**config.mk**
```make
export PLATFORM = sky130hd
export DESIGN_NAME = sorted_unique_slot_table_core
export DESIGN_NICKNAME = d
export VERILOG_FILES = /design/src/hdl/sust_pkg.sv /design/src/hdl/sorted_unique_slot_table_core.sv /design/src/hdl/sust_cell.sv
export SDC_FILE = /design/constraint.sdc
export NUM_CORES = 1
export LEC_CHECK = 0
export BUFFER_PORTS_ARGS = -buffer_cell sky130_fd_sc_hd__buf_2
export CAP_MARGIN = 0
export CORE_MARGIN = 10
export CORE_UTILIZATION = 57
export CTS_CLUSTER_DIAMETER = 80
export DETAILED_ROUTE_END_ITERATION = 8
export PLACE_DENSITY = 0.77
export SLEW_MARGIN = 5
export SYNTH_ARGS = -nofsm -noshare
export SYNTH_HDL_FRONTEND = slang
export SYNTH_SLANG_ARGS = --single-unit
```
**constraint.sdc**
```tcl
create_clock -name clk -period 4.3 [get_ports clk]
set_input_delay 0.43 -clock clk [delete_from_list [all_inputs] [get_ports clk]]
set_output_delay 0.43 -clock clk [all_outputs]
set_load 0.02 [all_outputs]
```
**src/hdl/sust_pkg.sv**
```systemverilog
`default_nettype none
// ----------------------------------------------------------------------------
// Sorted unique slot table package
// Shared field widths, operation and status codes, and the cell command type.
// ----------------------------------------------------------------------------
package sust_pkg;

    localparam int SLOT_W   = 16;
    localparam int LIMIT_W  = 17;
    localparam int KIND_W   = 2;
    localparam int STATUS_W = 3;
    localparam int POS_W    = 5;

    localparam logic [KIND_W-1:0] KIND_INSERT = 2'd0;
    localparam logic [KIND_W-1:0] KIND_LOOKUP = 2'd1;
    localparam logic [KIND_W-1:0] KIND_CLEAR  = 2'd2;

    localparam logic [STATUS_W-1:0] ST_INSERTED = 3'd0;
    localparam logic [STATUS_W-1:0] ST_MERGED   = 3'd1;
    localparam logic [STATUS_W-1:0] ST_RANGE    = 3'd2;
    localparam logic [STATUS_W-1:0] ST_FULL     = 3'd3;
    localparam logic [STATUS_W-1:0] ST_FOUND    = 3'd4;
    localparam logic [STATUS_W-1:0] ST_NOTFOUND = 3'd5;
    localparam logic [STATUS_W-1:0] ST_CLEARED  = 3'd6;

    localparam logic [LIMIT_W-1:0] LIMIT_RESET = 17'h10000;

    typedef struct packed {
        logic [SLOT_W-1:0] slot;
        logic              flag;
        logic              shift;
        logic              merge;
    } cell_cmd_t;

endpackage
`default_nettype wire

```
**src/hdl/sorted_unique_slot_table_core.sv**
```systemverilog
`default_nettype none
// ----------------------------------------------------------------------------
// Sorted unique slot table core
// Ascending table of distinct slots with anchor flags, held in a row of cells.
// ----------------------------------------------------------------------------
// An accepted item waits in the input register until the result register is
// free; it then executes, and its result is registered. A new item is taken
// only after the row of cells has been updated and the result is registered.
// Reset clears the entry count, the busy and result flags, and sets the slot
// limit to 65536. Entry contents are not reset.
module sorted_unique_slot_table_core #(
    parameter int MAX_ENTRIES = 16
) (
    input  wire logic                           clk,
    input  wire logic                           rst_n,
    input  wire logic                           cfg_we,
    input  wire logic [sust_pkg::LIMIT_W-1:0]   cfg_wdata,
    input  wire logic                           in_valid,
    output logic                                in_ready,
    input  wire logic [sust_pkg::KIND_W-1:0]    kind,
    input  wire logic [sust_pkg::SLOT_W-1:0]    slot,
    input  wire logic                           anchor_flag,
    output logic                                out_valid,
    input  wire logic                           out_ready,
    output logic [sust_pkg::STATUS_W-1:0]       status,
    output logic [sust_pkg::POS_W-1:0]          position,
    output logic                                entry_anchor,
    output logic [sust_pkg::POS_W-1:0]          entry_count
);

    localparam int CW = $clog2(MAX_ENTRIES + 1);

    logic [sust_pkg::LIMIT_W-1:0]  limit_reg;
    logic                          busy_reg;
    logic [sust_pkg::KIND_W-1:0]   kind_reg;
    logic [sust_pkg::SLOT_W-1:0]   slot_reg;
    logic                          flag_reg;
    logic [CW-1:0]                 count_reg;
    logic [CW-1:0]                 count_next;
    logic                          out_valid_reg;
    logic [sust_pkg::STATUS_W-1:0] status_reg;
    logic [sust_pkg::STATUS_W-1:0] status_next;
    logic [CW-1:0]                 pos_reg;
    logic [CW-1:0]                 pos_next;
    logic                          anchor_reg;
    logic                          anchor_next;

    logic                          exec;
    logic                          in_range;
    logic                          dup;
    logic                          full;
    logic                          found_anchor;
    logic [CW-1:0]                 boundary;
    logic [MAX_ENTRIES-1:0]        lt_vec;
    logic [MAX_ENTRIES-1:0]        eq_vec;
    logic [MAX_ENTRIES-1:0]        cell_valid;
    logic [MAX_ENTRIES-1:0]        anc_vec;
    logic [sust_pkg::SLOT_W-1:0]   slot_vec [MAX_ENTRIES];
    sust_pkg::cell_cmd_t           cmd;
    logic [CW+sust_pkg::POS_W-1:0] pos_wide;
    logic [CW+sust_pkg::POS_W-1:0] cnt_wide;

    assign exec     = busy_reg && (!out_valid_reg || out_ready);
    assign in_ready = !busy_reg;
    assign in_range = {1'b0, slot_reg} < limit_reg;
    assign dup      = |eq_vec;
    assign full     = count_reg >= CW'(MAX_ENTRIES);
    assign found_anchor = |(eq_vec & anc_vec);

    always_comb
    begin
        boundary = CW'(MAX_ENTRIES);
        for (int i = MAX_ENTRIES - 1; i >= 0; i--)
        begin
            if (!lt_vec[i])
            begin
                boundary = CW'(i);
            end
        end
    end

    always_comb
    begin
        cmd.slot  = slot_reg;
        cmd.flag  = flag_reg;
        cmd.shift = 1'b0;
        cmd.merge = 1'b0;
        count_next  = count_reg;
        status_next = sust_pkg::ST_NOTFOUND;
        pos_next    = '0;
        anchor_next = 1'b0;
        case (kind_reg)
            sust_pkg::KIND_INSERT:
            begin
                if (!in_range)
                begin
                    status_next = sust_pkg::ST_RANGE;
                end
                else if (dup)
                begin
                    cmd.merge   = exec;
                    status_next = sust_pkg::ST_MERGED;
                    pos_next    = boundary;
                    anchor_next = found_anchor | flag_reg;
                end
                else if (full)
                begin
                    status_next = sust_pkg::ST_FULL;
                end
                else
                begin
                    cmd.shift   = exec;
                    count_next  = count_reg + CW'(1);
                    status_next = sust_pkg::ST_INSERTED;
                    pos_next    = boundary;
                    anchor_next = flag_reg;
                end
            end
            sust_pkg::KIND_LOOKUP:
            begin
                if (dup)
                begin
                    status_next = sust_pkg::ST_FOUND;
                    pos_next    = boundary;
                    anchor_next = found_anchor;
                end
            end
            sust_pkg::KIND_CLEAR:
            begin
                count_next  = '0;
                status_next = sust_pkg::ST_CLEARED;
            end
            default:
            begin
                status_next = sust_pkg::ST_NOTFOUND;
            end
        endcase
    end

    for (genvar g = 0; g < MAX_ENTRIES; g++)
    begin : g_cell
        logic                        left_lt;
        logic [sust_pkg::SLOT_W-1:0] left_slot;
        logic                        left_anchor;

        assign cell_valid[g] = CW'(g) < count_reg;

        if (g == 0)
        begin : g_first
            assign left_lt     = 1'b1;
            assign left_slot   = slot_reg;
            assign left_anchor = flag_reg;
        end
        else
        begin : g_rest
            assign left_lt     = lt_vec[g-1];
            assign left_slot   = slot_vec[g-1];
            assign left_anchor = anc_vec[g-1];
        end

        sust_cell u_cell (
            .clk         (clk),
            .cmd         (cmd),
            .valid       (cell_valid[g]),
            .left_lt     (left_lt),
            .left_slot   (left_slot),
            .left_anchor (left_anchor),
            .lt          (lt_vec[g]),
            .eq          (eq_vec[g]),
            .slot_q      (slot_vec[g]),
            .anchor_q    (anc_vec[g])
        );
    end

    always_ff @(posedge clk or negedge rst_n)
    begin
        if (!rst_n)
        begin
            limit_reg     <= sust_pkg::LIMIT_RESET;
            busy_reg      <= 1'b0;
            count_reg     <= '0;
            out_valid_reg <= 1'b0;
        end
        else
        begin
            if (cfg_we)
            begin
                limit_reg <= cfg_wdata;
            end
            if (in_valid && in_ready)
            begin
                busy_reg <= 1'b1;
            end
            else if (exec)
            begin
                busy_reg <= 1'b0;
            end
            if (exec)
            begin
                count_reg     <= count_next;
                out_valid_reg <= 1'b1;
            end
            else if (out_ready)
            begin
                out_valid_reg <= 1'b0;
            end
        end
    end

    always_ff @(posedge clk)
    begin
        if (in_valid && in_ready)
        begin
            kind_reg <= kind;
            slot_reg <= slot;
            flag_reg <= anchor_flag;
        end
        if (exec)
        begin
            status_reg <= status_next;
            pos_reg    <= pos_next;
            anchor_reg <= anchor_next;
        end
    end

    assign pos_wide = {{sust_pkg::POS_W{1'b0}}, pos_reg};
    assign cnt_wide = {{sust_pkg::POS_W{1'b0}}, count_reg};

    assign out_valid    = out_valid_reg;
    assign status       = status_reg;
    assign position     = pos_wide[sust_pkg::POS_W-1:0];
    assign entry_anchor = anchor_reg;
    assign entry_count  = cnt_wide[sust_pkg::POS_W-1:0];

    a_count_bound: assert property (@(posedge clk) disable iff (!rst_n)
        count_reg <= CW'(MAX_ENTRIES))
        else $error("entry count exceeds table depth");

    a_sorted: assert property (@(posedge clk) disable iff (!rst_n)
        busy_reg |-> (((lt_vec >> 1) & ~lt_vec) == '0))
        else $error("table entries are not in ascending order");

    a_unique: assert property (@(posedge clk) disable iff (!rst_n)
        busy_reg |-> $onehot0(eq_vec))
        else $error("slot present in more than one entry");

    a_stall_hold: assert property (@(posedge clk) disable iff (!rst_n)
        (busy_reg && out_valid_reg && !out_ready) |=> busy_reg)
        else $error("item dropped while result stalled");

    a_result_after_exec: assert property (@(posedge clk) disable iff (!rst_n)
        exec |=> out_valid_reg)
        else $error("executed item produced no result");

endmodule
`default_nettype wire

```
**src/hdl/sust_cell.sv**
```systemverilog
`default_nettype none
// ----------------------------------------------------------------------------
// Sorted unique slot table cell
// Holds one entry, compares it with the current slot, and on an insert keeps
// it, takes the new slot or its left neighbor's, or ORs the flag on a match.
// ----------------------------------------------------------------------------
module sust_cell (
    input  wire logic                      clk,
    input  wire sust_pkg::cell_cmd_t       cmd,
    input  wire logic                      valid,
    input  wire logic                      left_lt,
    input  wire logic [sust_pkg::SLOT_W-1:0] left_slot,
    input  wire logic                      left_anchor,
    output logic                           lt,
    output logic                           eq,
    output logic [sust_pkg::SLOT_W-1:0]    slot_q,
    output logic                           anchor_q
);

    logic [sust_pkg::SLOT_W-1:0] slot_reg;
    logic [sust_pkg::SLOT_W-1:0] slot_next;
    logic                        anchor_reg;
    logic                        anchor_next;

    assign lt       = valid && (slot_reg < cmd.slot);
    assign eq       = valid && (slot_reg == cmd.slot);
    assign slot_q   = slot_reg;
    assign anchor_q = anchor_reg;

    always_comb
    begin
        slot_next   = slot_reg;
        anchor_next = anchor_reg;
        if (cmd.shift && !lt)
        begin
            if (left_lt)
            begin
                slot_next   = cmd.slot;
                anchor_next = cmd.flag;
            end
            else
            begin
                slot_next   = left_slot;
                anchor_next = left_anchor;
            end
        end
        else if (cmd.merge && eq)
        begin
            anchor_next = anchor_reg | cmd.flag;
        end
    end

    always_ff @(posedge clk)
    begin
        slot_reg   <= slot_next;
        anchor_reg <= anchor_next;
    end

endmodule
`default_nettype wire
```
==> flow_summary_export.csv, run 1 <==
group,metric,value,unit
power,clockPowerShare,0.327,
yosys,ys_seq_elements,324,
yosys,ys_warn_count,0,
route,vias_per_cell,6.392,
sta,fin_setup_tns,0,ns
route,drtIter0Drc,1382,
worst_setup_path,timing.reg2reg.setup_slack,0.28,ns
sta,setup_viol,0,
sta,fmax,0.2490,GHz
global_route,grt_overflow,0,
global_route,grtUsageTotal,0.2651,
cells_and_area,nFillCells,2628,
sta,drv_slew,0,
route,drtAntennaViolNets,0,
route,num_vias,15020,
power,p_per_area,463.8,nW/um2
floorplan,die_h,206.3,um
cts,path_clk_slew,0.06,ns
job,drv_cap,0,
worst_setup_path,cp_data_arrival_time,4.32,ns
worst_setup_path,cp-end-kind,"register",
cts,cts_buffer_depth,3,
power,seqPwrFrac,0.403,
global_route,antenna_found_initial,2,
cts,clock-sinks,324,
yosys,ys.flop_type,"edfxtp_1",
cts,htree_levels,2,
yosys,ys_seq_area_frac,0.4860,
sta,slew_headroom,0.2058,
yosys,synthCells,1732,
placed_design,dp.cells,2279,
cts,cts_made_buffers,37,
yosys,syn_area,19780,um2
cts,cts_setup_buffers,0,
cts,cts_root_buffer,"clkbuf_16",
sta,hold_violations,0,
worst_setup_path,crit_type,"register to register",
cells_and_area,area_growth,13.70,%
route,route.detailed.drc,0,
power,p_sw_frac,0.3211,
sta,worst_pin_slew,1.161,ns
cells_and_area,fin_nets,2177,
sta,period_share,0.9339,
status,status,"completed",
global_route,grt_max_degree,35,
route,first_pass_iters,5,
yosys,synth_nets,2045,
route,drt-total-wl,56230,um
power,intPower,7080,uW
power,vdd_drop_max,0.5347,mV
yosys,ys_async_sr_fraction,0.07407,
power,power_switching,3349,uW
sta,grt_setup_unrepaired,"false",
placed_design,hpwl,41940,um
worst_setup_path,path_max_fanout,12,
yosys,synth_edf_count,300,
sta,fin_skew,0.03166,ns
cells_and_area,stdcell_count,2350,
cts,clk_latency,0.57,ns
power,power_frac_comb,0.270,
floorplan,ioPinCount,57,
cts,cts_tree,"done",
route,wl_per_cell,23.93,um
cells_and_area,drive_above_1_share,0.1838,
yosys,yosysUniqueCellTypes,65,
floorplan,dieArea,42540,um2
global_route,grt_pass1_vias,14980,
power,p_leak,0.009367,uW
floorplan,row_count,68,
sta,finalCriticalPeriod,4.016,ns
worst_setup_path,worstPathRequired,4.60,ns
placed_design,portBuffers,56,
floorplan,coreArea,34370,um2
global_route,grt_pass1_wl,85990,um
floorplan,start_util,0.5753,
floorplan,die_w,206.3,um
worst_setup_path,start_kind,"register",
cells_and_area,largest_register_ffs,256,
worst_hold_path,hp-class,"primary input to register",
yosys,syn_area_per_cell,11.42,um2
placed_design,gp_congestion,0.9655,
==> final cells by class <==
type,count,area [um2],share of cell area
repair buffers,148,1011,0.04496
clock buffers,43,948.4,0.04218
clock inverters,25,347.8,0.01547
flip-flops and latches,324,9610,0.4274
diodes,2,5.005,0.0002226
inverters,88,330.3,0.01469
well taps,455,569.3,0.02532
multi-input cells,1265,9663,0.4297
==> critical path: stages (launching register included) <==
cell       delay [ns]
edfxtp_1         0.68
ha_1             0.41
nand4_1          0.12
a2111oi_0        1.01
or4_4            0.30
nor4_4           0.06
buf_4            0.16
a211oi_1         0.44
nand2b_1         0.16
o31ai_1          0.43
==> power by group through the flow <==
| stage | sequential, uW | combinational [uW] | clock (uW) |
|---|---|---|---|
| finish | 4200 | 2820 | 3410 |
| global route | 4230 | 3100 | 3560 |
| CTS | 4190 | 2780 | 3420 |
| detailed placement | 4250 | 2750 | 0 |
| global placement | 4240 | 2620 | 0 |
| floorplan | 4220 | 1680 | 0 |
==> path summary, 6_finish.rpt <==
| kind | endpoint | depth (start not counted) | from |
|---|---|---|---|
| min in group asynchronous | limit_reg[14] | 2 | rst_n |
| setup / recovery | position[1] | 9 | g_cell[0].left_slot[0] |
| max in group asynchronous | out_valid | 2 | rst_n |
| setup reg to reg | position[1] | 9 | g_cell[0].left_slot[0] |
| hold / removal | flag_reg | 1 | anchor_flag |
| hold reg to reg | out_valid | 2 | out_valid |
==> cell usage after synthesis (6+ instances only) <==
master | instances | area, um2
o21ai_0 | 196 | 980.9
nand2b_1 | 9 | 56.30
or2_2 | 8 | 50.05
and4_1 | 8 | 70.07
nor3_1 | 12 | 60.06
o31ai_1 | 6 | 45.04
clkbuf_1 | 48 | 180.2
edfxtp_1 | 300 | 9009
a32oi_1 | 7 | 61.31
o21a_1 | 15 | 112.6
o211ai_1 | 13 | 97.59
ha_1 | 272 | 3403
mux2_2 | 113 | 1272
mux2i_1 | 12 | 120.1
nor2_1 | 49 | 183.9
a21oi_1 | 88 | 440.4
o22ai_1 | 9 | 56.30
inv_1 | 84 | 315.3
dfrtp_1 | 23 | 575.6
a21o_1 | 47 | 352.8
nand4_1 | 49 | 306.5
nor4_1 | 8 | 50.05
and3_1 | 7 | 43.79
nand3_1 | 23 | 115.1
a211oi_1 | 13 | 97.59
nor2b_1 | 29 | 181.4
nand2_1 | 188 | 705.7
==> stage by stage <==
| stage | util | worst slack (ns) | power, uW | cell area [um2] | hold WS, ns |
|---|---|---|---|---|---|
| after global routing | 0.6540 | 0.2464 | 10890 | 22480 | 0.03242 |
| after global placement | 0.6160 | 0.5434 | 6867 | 21170 | 0.4513 |
| final | 0.6542 | 0.2844 | 10430 | 22490 | 0.04275 |
| after detailed placement | 0.6160 | 0.4326 | 7003 | 21170 | 0.4562 |
| after CTS | 0.6540 | 0.4220 | 10390 | 22480 | 0.03163 |
| after floorplan | - | 0.1821 | 5905 | 19780 | 0.1344 |
==> routing by layer <==
layer	global-route usage	wire length, um	up-vias
met5	0	0	-
met4	0.1186	2714	0
met1	0.3399	22600	7293
met3	0.04749	4642	175
met2	0.4317	26270	683
li1	-	-	6871
==> kinds of logic (layout without fill, tap and decap cells) <==
group                    Yosys count  count (layout)  share of synthesized area
AO/OA/AOI/OAI                    444             444                     0.1354
adder cells (fa/ha/maj)          272             272                     0.1721
buffers and inverters            143             304                    0.02815
flip-flops                       324             324                     0.4860
multiplexers                     125             125                    0.07042
other                              0               2                          0
AND/OR/NAND/NOR                  424             424                     0.1079
==> placed cells by master, fill, tap and decap left out, types with 13 or more instances in the layout <==
cell and instances:
o211ai_1 13, nand2_1 188, o21a_1 15, a21oi_1 88, nor2_1 49, nand3_1 23
a21o_1 47, mux2_2 113, clkbuf_16 37, o21ai_0 195, edfxtp_1 300, buf_2 56
ha_1 272, nor2b_1 28, dfrtp_1 23, buf_4 88, nand4_1 49, inv_1 84
==> timing repair <==
item                      4_1_cts  5_1_grt
hold buffers                    1        0
resized for setup               0        0
hold endpoints to repair       23        0
Note: power is estimated with default switching activity, not from simulation.
==> inputs of run 2 (changes only) <==
--- a/config.mk
+++ b/config.mk
@@ -8,10 +8,11 @@
 export BUFFER_PORTS_ARGS = -buffer_cell sky130_fd_sc_hd__buf_2
 export CAP_MARGIN = 0
 export CORE_MARGIN = 10
-export CORE_UTILIZATION = 57
+export CORE_UTILIZATION = 59
+export CTS_BUF_LIST = sky130_fd_sc_hd__clkbuf_2
 export CTS_CLUSTER_DIAMETER = 80
 export DETAILED_ROUTE_END_ITERATION = 8
-export PLACE_DENSITY = 0.77
+export PLACE_DENSITY = 0.79
 export SLEW_MARGIN = 5
 export SYNTH_ARGS = -nofsm -noshare
 export SYNTH_HDL_FRONTEND = slang
==> run 2 against run 1 <==
  * Combinational power grew 2%
  * Clock power down 34%
  * Clock skew grew 0.049 ns
  * Cell area up 0.81%
  * Largest power group unchanged
  * Utilization grew 3.7 points
  * Highest routed layer unchanged
  * Via count grew 4.3%
  * Worst hold slack better by 0.12 ns
  * Register-to-register slack worse by 0.08 ns
  * Largest cell class unchanged
  * Fmax down 2.1%
  * Die area fell by 3.1%
==> flow_summary_export.csv, run 2 (synthesis gave the netlist of run 1 again) <==
group,metric,value,unit
power,p_leak,0.009653,uW
sta,fmax,0.2439,GHz
global_route,grtUsageTotal,0.2809,
worst_setup_path,crit_type,"register to register",
route,drtIter0Drc,1325,
power,p_sw_frac,0.3628,
cells_and_area,largest_register_ffs,256,
cells_and_area,layout_commonest_cell,"edfxtp_1",
worst_hold_path,hold_start,"slot[13]",
sta,worst_pin_slew,1.179,ns
global_route,grt_max_degree,36,
cells_and_area,area_growth,14.62,%
power,power.total,9329,uW
cells_and_area,multi_input_area,9663,um2
sta,drv_slew,0,
sta,fin_setup_tns,0,ns
global_route,gr-max-usage-layer,"met2",
cts,clock-sinks,324,
cells_and_area,nFillCells,2380,
power,intPower,5945,uW
global_route,use_met2,0.4680,
placed_design,hpwl,42260,um
worst_setup_path,path_max_fanout,17,
sta,fin_skew,0.08044,ns
cts,cts_buffer_depth,3,
power,power_frac_comb,0.310,
sta,worst_hold_slack,0.1648,ns
status,status,"completed",
worst_setup_path,rr_startpoint,"g_cell[0].left_slot[10]",
route,drt-total-wl,58380,um
power,p_per_area,411.6,nW/um2
floorplan,start_util,0.6032,
floorplan,die_h,203.1,um
worst_setup_path,startpoint,"g_cell[0].left_slot[10]",
placed_design,dp.cells,2262,
route,wl_per_cell,23.37,um
route,route.detailed.drc,0,
cells_and_area,stdcell_count,2498,
floorplan,row_count,66,
sta,hold_violations,0,
power,vdd_drop_max,0.3023,mV
floorplan,coreArea,32780,um2
cts,htree_levels,3,
global_route,grt_pass1_vias,16150,
route,first_pass_iters,6,
job,drv_cap,0,
global_route,grt_overflow,0,
route,drtAntennaViolNets,0,
sta,slew_headroom,0.2112,
route,vias_per_cell,6.272,
floorplan,ioPinCount,57,
worst_setup_path,cp_data_arrival_time,4.76,ns
power,clockPowerShare,0.241,
worst_setup_path,worstPathRequired,4.96,ns
cells_and_area,layout_common_cells,"300 x edfxtp_1, 272 x ha_1, 195 x o21ai_0",
global_route,grt_pass1_wl,89070,um
sta,period_share,0.9536,
cts,clk_latency,1.00,ns
sta,grt_setup_unrepaired,"false",
cells_and_area,fin_nets,2299,
worst_setup_path,start_kind,"register",
cells_and_area,drive_above_1_share,0.2152,
placed_design,portBuffers,56,
floorplan,die_w,203.1,um
global_route,antenna_found_initial,3,
sta,finalCriticalPeriod,4.100,ns
worst_hold_path,hp-class,"primary input to register",
cells_and_area,register_area,9610,um2
cts,cts_tree,"done",
power,power_switching,3385,uW
global_route,use_met3,0.05716,
worst_setup_path,cp-end-kind,"register",
sta,setup_viol,0,
cts,cts_root_buffer,"clkbuf_2",
power,seqPwrFrac,0.449,
global_route,grtUsageMet1,0.3395,
placed_design,gp_congestion,0.9542,
route,num_vias,15670,
cts,cts_made_buffers,86,
cts,path_clk_slew,0.13,ns
floorplan,dieArea,41240,um2
-- run 2: power groups by stage --
stage / Clock, uW / Sequential [uW] / Combinational (uW)
final: 2250 / 4190 / 2890
after global routing: 2430 / 4220 / 3170
after CTS: 2270 / 4180 / 2820
after detailed placement: 0 / 4250 / 2740
after global placement: 0 / 4240 / 2630
after floorplan: 0 / 4220 / 1680
-- run 2: area by class of cell --
type,count,area share
clock buffers,139,0.03069
inverters,88,0.01457
diodes,2,0.0002208
flip-flops and latches,324,0.4240
clock inverters,17,0.004195
repair buffers,221,0.07562
multi-input cells,1265,0.4263
well taps,442,0.02440
-- run 2: through the flow --
step                      utilization  worst slack (ns)  instance area (um2)
after floorplan                     -            0.1821                19780
after global placement         0.6437            0.2415                21100
after detailed placement       0.6437            0.1282                21100
after CTS                      0.6901           0.06326                22620
after global routing           0.6914           0.05905                22670
final                          0.6914            0.1997                22670
-- run 2: worst paths after layout --
check | cells after the start | end | slack, ns
max | 13 | g_cell[11].u_cell.anchor_q | 0.20
min | 2 | g_cell[0].left_slot[13] | 0.16
max reg2reg | 13 | g_cell[11].u_cell.anchor_q | 0.20
min reg2reg | 2 | out_valid | 0.54
max in group asynchronous | 4 | entry_count[2] | 2.22
min in group asynchronous | 3 | limit_reg[16] | 0.48
-- run 2: worst max-delay path, cell delays in order, from the launching register on --
cell and delay, ns:
edfxtp_1 0.40, inv_1 0.34, ha_1 0.32, and4_1 0.24, nand3_1 0.09, a2111oi_0 0.11, or4_4 0.55, nor4_4 0.46
nand4_4 0.29, buf_4 0.25, buf_4 0.19, nor2_4 0.10, buf_4 0.27, a32oi_1 0.14
-- run 2: timing repair --
item / CTS / global route
resized for setup: 0 / 0
hold buffers: 73 / 0
hold endpoints to repair: 62 / 0
endpoints found under the setup margin: 0 / 16
buffers inserted: 0 / 5
-- run 2: routing by layer --
layer,share of wire,up-vias,routed length [um]
li1,-,7175,-
met1,0.39,7516,22910
met2,0.47,771,27680
met3,0.085,205,4984
met4,0.048,0,2806
met5,0,-,0
==> inputs of run 3 (changes only) <==
--- a/config.mk
+++ b/config.mk
@@ -12,7 +12,8 @@
 export CTS_BUF_LIST = sky130_fd_sc_hd__clkbuf_2
 export CTS_CLUSTER_DIAMETER = 80
 export DETAILED_ROUTE_END_ITERATION = 8
-export PLACE_DENSITY = 0.79
+export PLACE_DENSITY_LB_ADDON = 0.08
+export SETUP_SLACK_MARGIN = 0.3
 export SLEW_MARGIN = 5
 export SYNTH_ARGS = -nofsm -noshare
 export SYNTH_HDL_FRONTEND = slang
==> run 3 against run 2 <==
  * Global-route usage grew 0.73 points
  * Fmax grew 4.0%
  * Register-to-register slack gained 0.16 ns
  * Cell count grew 1.4%
  * Utilization grew 1.4 points
  * Combinational power grew 4%
  * Cell area grew 2.1%
  * Count of clock-buffer cells in the layout shrank 14
  * Critical path depth grew 1
  * Clock skew grew 0.0040 ns
  * Wire length grew 3.5%
  * Critical path type unchanged
  * Highest routed layer unchanged
==> flow_summary_export.csv, run 3 (synthesis gave the netlist of run 1 again) <==
group,metric,value,unit
power,clockPowerShare,0.239,
power,power_switching,3451,uW
sta,grt_setup_unrepaired,"true",
global_route,grt_pass1_wl,91360,um
route,wl_per_cell,23.85,um
placed_design,portBuffers,56,
global_route,grt_overflow,0,
route,vias_per_cell,6.285,
cts,clk_latency,0.98,ns
cts,htree_levels,3,
floorplan,die_h,203.1,um
worst_hold_path,hold_start,"anchor_flag",
floorplan,dieArea,41240,um2
power,intPower,6041,uW
cells_and_area,layout_commonest_cell,"edfxtp_1",
cells_and_area,drive_above_1_share,0.2271,
worst_setup_path,worstPathRequired,5.03,ns
sta,fmax,0.2537,GHz
sta,fin_setup_tns,0,ns
cts,cts_buffer_depth,3,
cts,cts_root_buffer,"clkbuf_2",
route,num_vias,15920,
worst_setup_path,path_max_fanout,17,
route,drt-total-wl,60410,um
worst_setup_path,cp_data_arrival_time,4.67,ns
global_route,grt_max_degree,38,
sta,drv_slew,0,
cts,clock-sinks,324,
sta,fin_skew,0.08448,ns
floorplan,coreArea,32780,um2
power,seqPwrFrac,0.444,
power,power_frac_comb,0.317,
placed_design,place_ws,0.1053,ns
worst_hold_path,hp-class,"primary input to register",
cts,cts_tree,"done",
sta,finalCriticalPeriod,3.942,ns
worst_setup_path,r2r_end,"g_cell[3].u_cell.anchor_q",
sta,period_share,0.9167,
worst_setup_path,cp-end-kind,"register",
job,drv_cap,0,
cts,path_clk_slew,0.12,ns
sta,hold_violations,0,
worst_hold_path,min_path_cells,2,
status,status,"completed",
placed_design,gp_congestion,0.9541,
cells_and_area,stdcell_count,2533,
worst_setup_path,rr_worst_depth,14,
global_route,grtUsageTotal,0.2882,
cts,cts_made_buffers,89,
sta,setup_viol,0,
placed_design,dp.cells,2266,
route,route.detailed.drc,0,
worst_hold_path,hold_path_end,"flag_reg",
worst_setup_path,rr_startpoint,"g_cell[0].left_slot[10]",
route,drtIter0Drc,1489,
cells_and_area,nFillCells,2462,
route,drtAntennaViolNets,0,
power,p_leak,0.009725,uW
worst_setup_path,crit_type,"register to register",
cells_and_area,largest_register_ffs,256,
sta,worst_slack,0.3583,ns
floorplan,start_util,0.6032,
cells_and_area,area_growth,16.99,%
power,vdd_drop_max,0.3860,mV
floorplan,row_count,66,
route,first_pass_iters,7,
sta,worst_pin_slew,1.269,ns
worst_setup_path,timing.reg2reg.setup_slack,0.36,ns
floorplan,die_w,203.1,um
worst_setup_path,start_kind,"register",
floorplan,ioPinCount,57,
global_route,grt_pass1_vias,15970,
cells_and_area,layout_common_cells,"300 x edfxtp_1, 269 x ha_1, 195 x o21ai_0",
cells_and_area,fin_nets,2325,
power,p_sw_frac,0.3636,
placed_design,hpwl,42700,um
sta,slew_headroom,0.1502,
global_route,antenna_found_initial,7,
power,p_per_area,410.3,nW/um2
[run 3: changes by cell type in the layout (fill, tap and decap cells not counted), sizes merged]
cell,before,now
buf,148,170
clkinvlp,0,10
inv,91,80
diode,2,8
bufinv,1,2
clkbuf,139,126
clkinv,13,33
[run 3: worst max-delay path by stage]
stage	start	end	slack (ns)	cells after the start
after detailed placement	g_cell[0].left_slot[12]	g_cell[3].u_cell.anchor_q	0.11	13
final	g_cell[0].left_slot[10]	g_cell[3].u_cell.anchor_q	0.36	14
after floorplan	g_cell[0].left_slot[14]	g_cell[0].u_cell.slot_q[0]	0.38	12
after global routing	g_cell[0].left_slot[10]	g_cell[3].u_cell.anchor_q	0.18	14
after global placement	g_cell[0].left_slot[8]	g_cell[5].u_cell.slot_q[3]	0.27	13
after CTS	g_cell[0].left_slot[12]	g_cell[5].u_cell.slot_q[9]	0.31	14
[run 3: final cells by class]
| type | instances | area, um2 | area share |
|---|---|---|---|
| multi-input cells | 1265 | 9728 | 0.4205 |
| repair buffers | 244 | 2026 | 0.08756 |
| inverters | 88 | 372.9 | 0.01612 |
| well taps | 442 | 553.0 | 0.02390 |
| clock buffers | 125 | 625.6 | 0.02704 |
| flip-flops and latches | 324 | 9610 | 0.4154 |
| diodes | 8 | 20.02 | 0.0008653 |
| clock inverters | 37 | 198.9 | 0.008599 |
[run 3: power groups by stage]
stage	combinational (uW)	clock (uW)	sequential [uW]
final	3010	2270	4210
after global routing	3300	2470	4240
after CTS	2840	2310	4200
after detailed placement	2750	0	4270
after global placement	2640	0	4260
after floorplan	1690	0	4230
[run 3: per-layer routing]
layer  global-route usage  vias up  share of wire  routed length, um
met5                    0        -              0                  0
met4               0.1290        0          0.036               2192
met3              0.06480      165          0.092               5544
met2               0.4683      791           0.48              28780
met1               0.3618     7729           0.40              23900
li1                     -     7236              -                  -
[run 3: critical path: stages (launching register included)]
cell	delay [ns]
edfxtp_1	0.41
clkinvlp_4	0.21
buf_8	0.19
ha_1	0.31
nand4_1	0.13
nor2_1	0.07
and3_4	0.18
or4_4	0.53
nor4_4	0.52
nand4_4	0.16
buf_8	0.18
or2_1	0.26
inv_4	0.22
mux2i_1	0.12
o32a_1	0.19
[run 3: what timing repair did]
| item | 4_1_cts | 5_1_grt |
|---|---|---|
| setup endpoints to repair | 159 | 153 |
| gates resized for setup | 1 | 34 |
| setup buffers | 3 | 20 |
| cloned | 0 | 1 |
| endpoints found under the hold margin | 62 | 0 |
| hold buffers | 73 | 0 |
| pin swaps | 2 | 7 |
[run 3: stage by stage]
step,total power [uW],utilization,hold slack [ns],cell area [um2]
final,9492,0.7057,0.1893,23130
after detailed placement,7016,0.6461,0.4539,21180
after global placement,6904,0.6461,0.4427,21180
after CTS,9347,0.6944,0.05575,22760
after floorplan,5913,-,0.1344,19800
after global routing,10010,0.7054,0.08983,23120
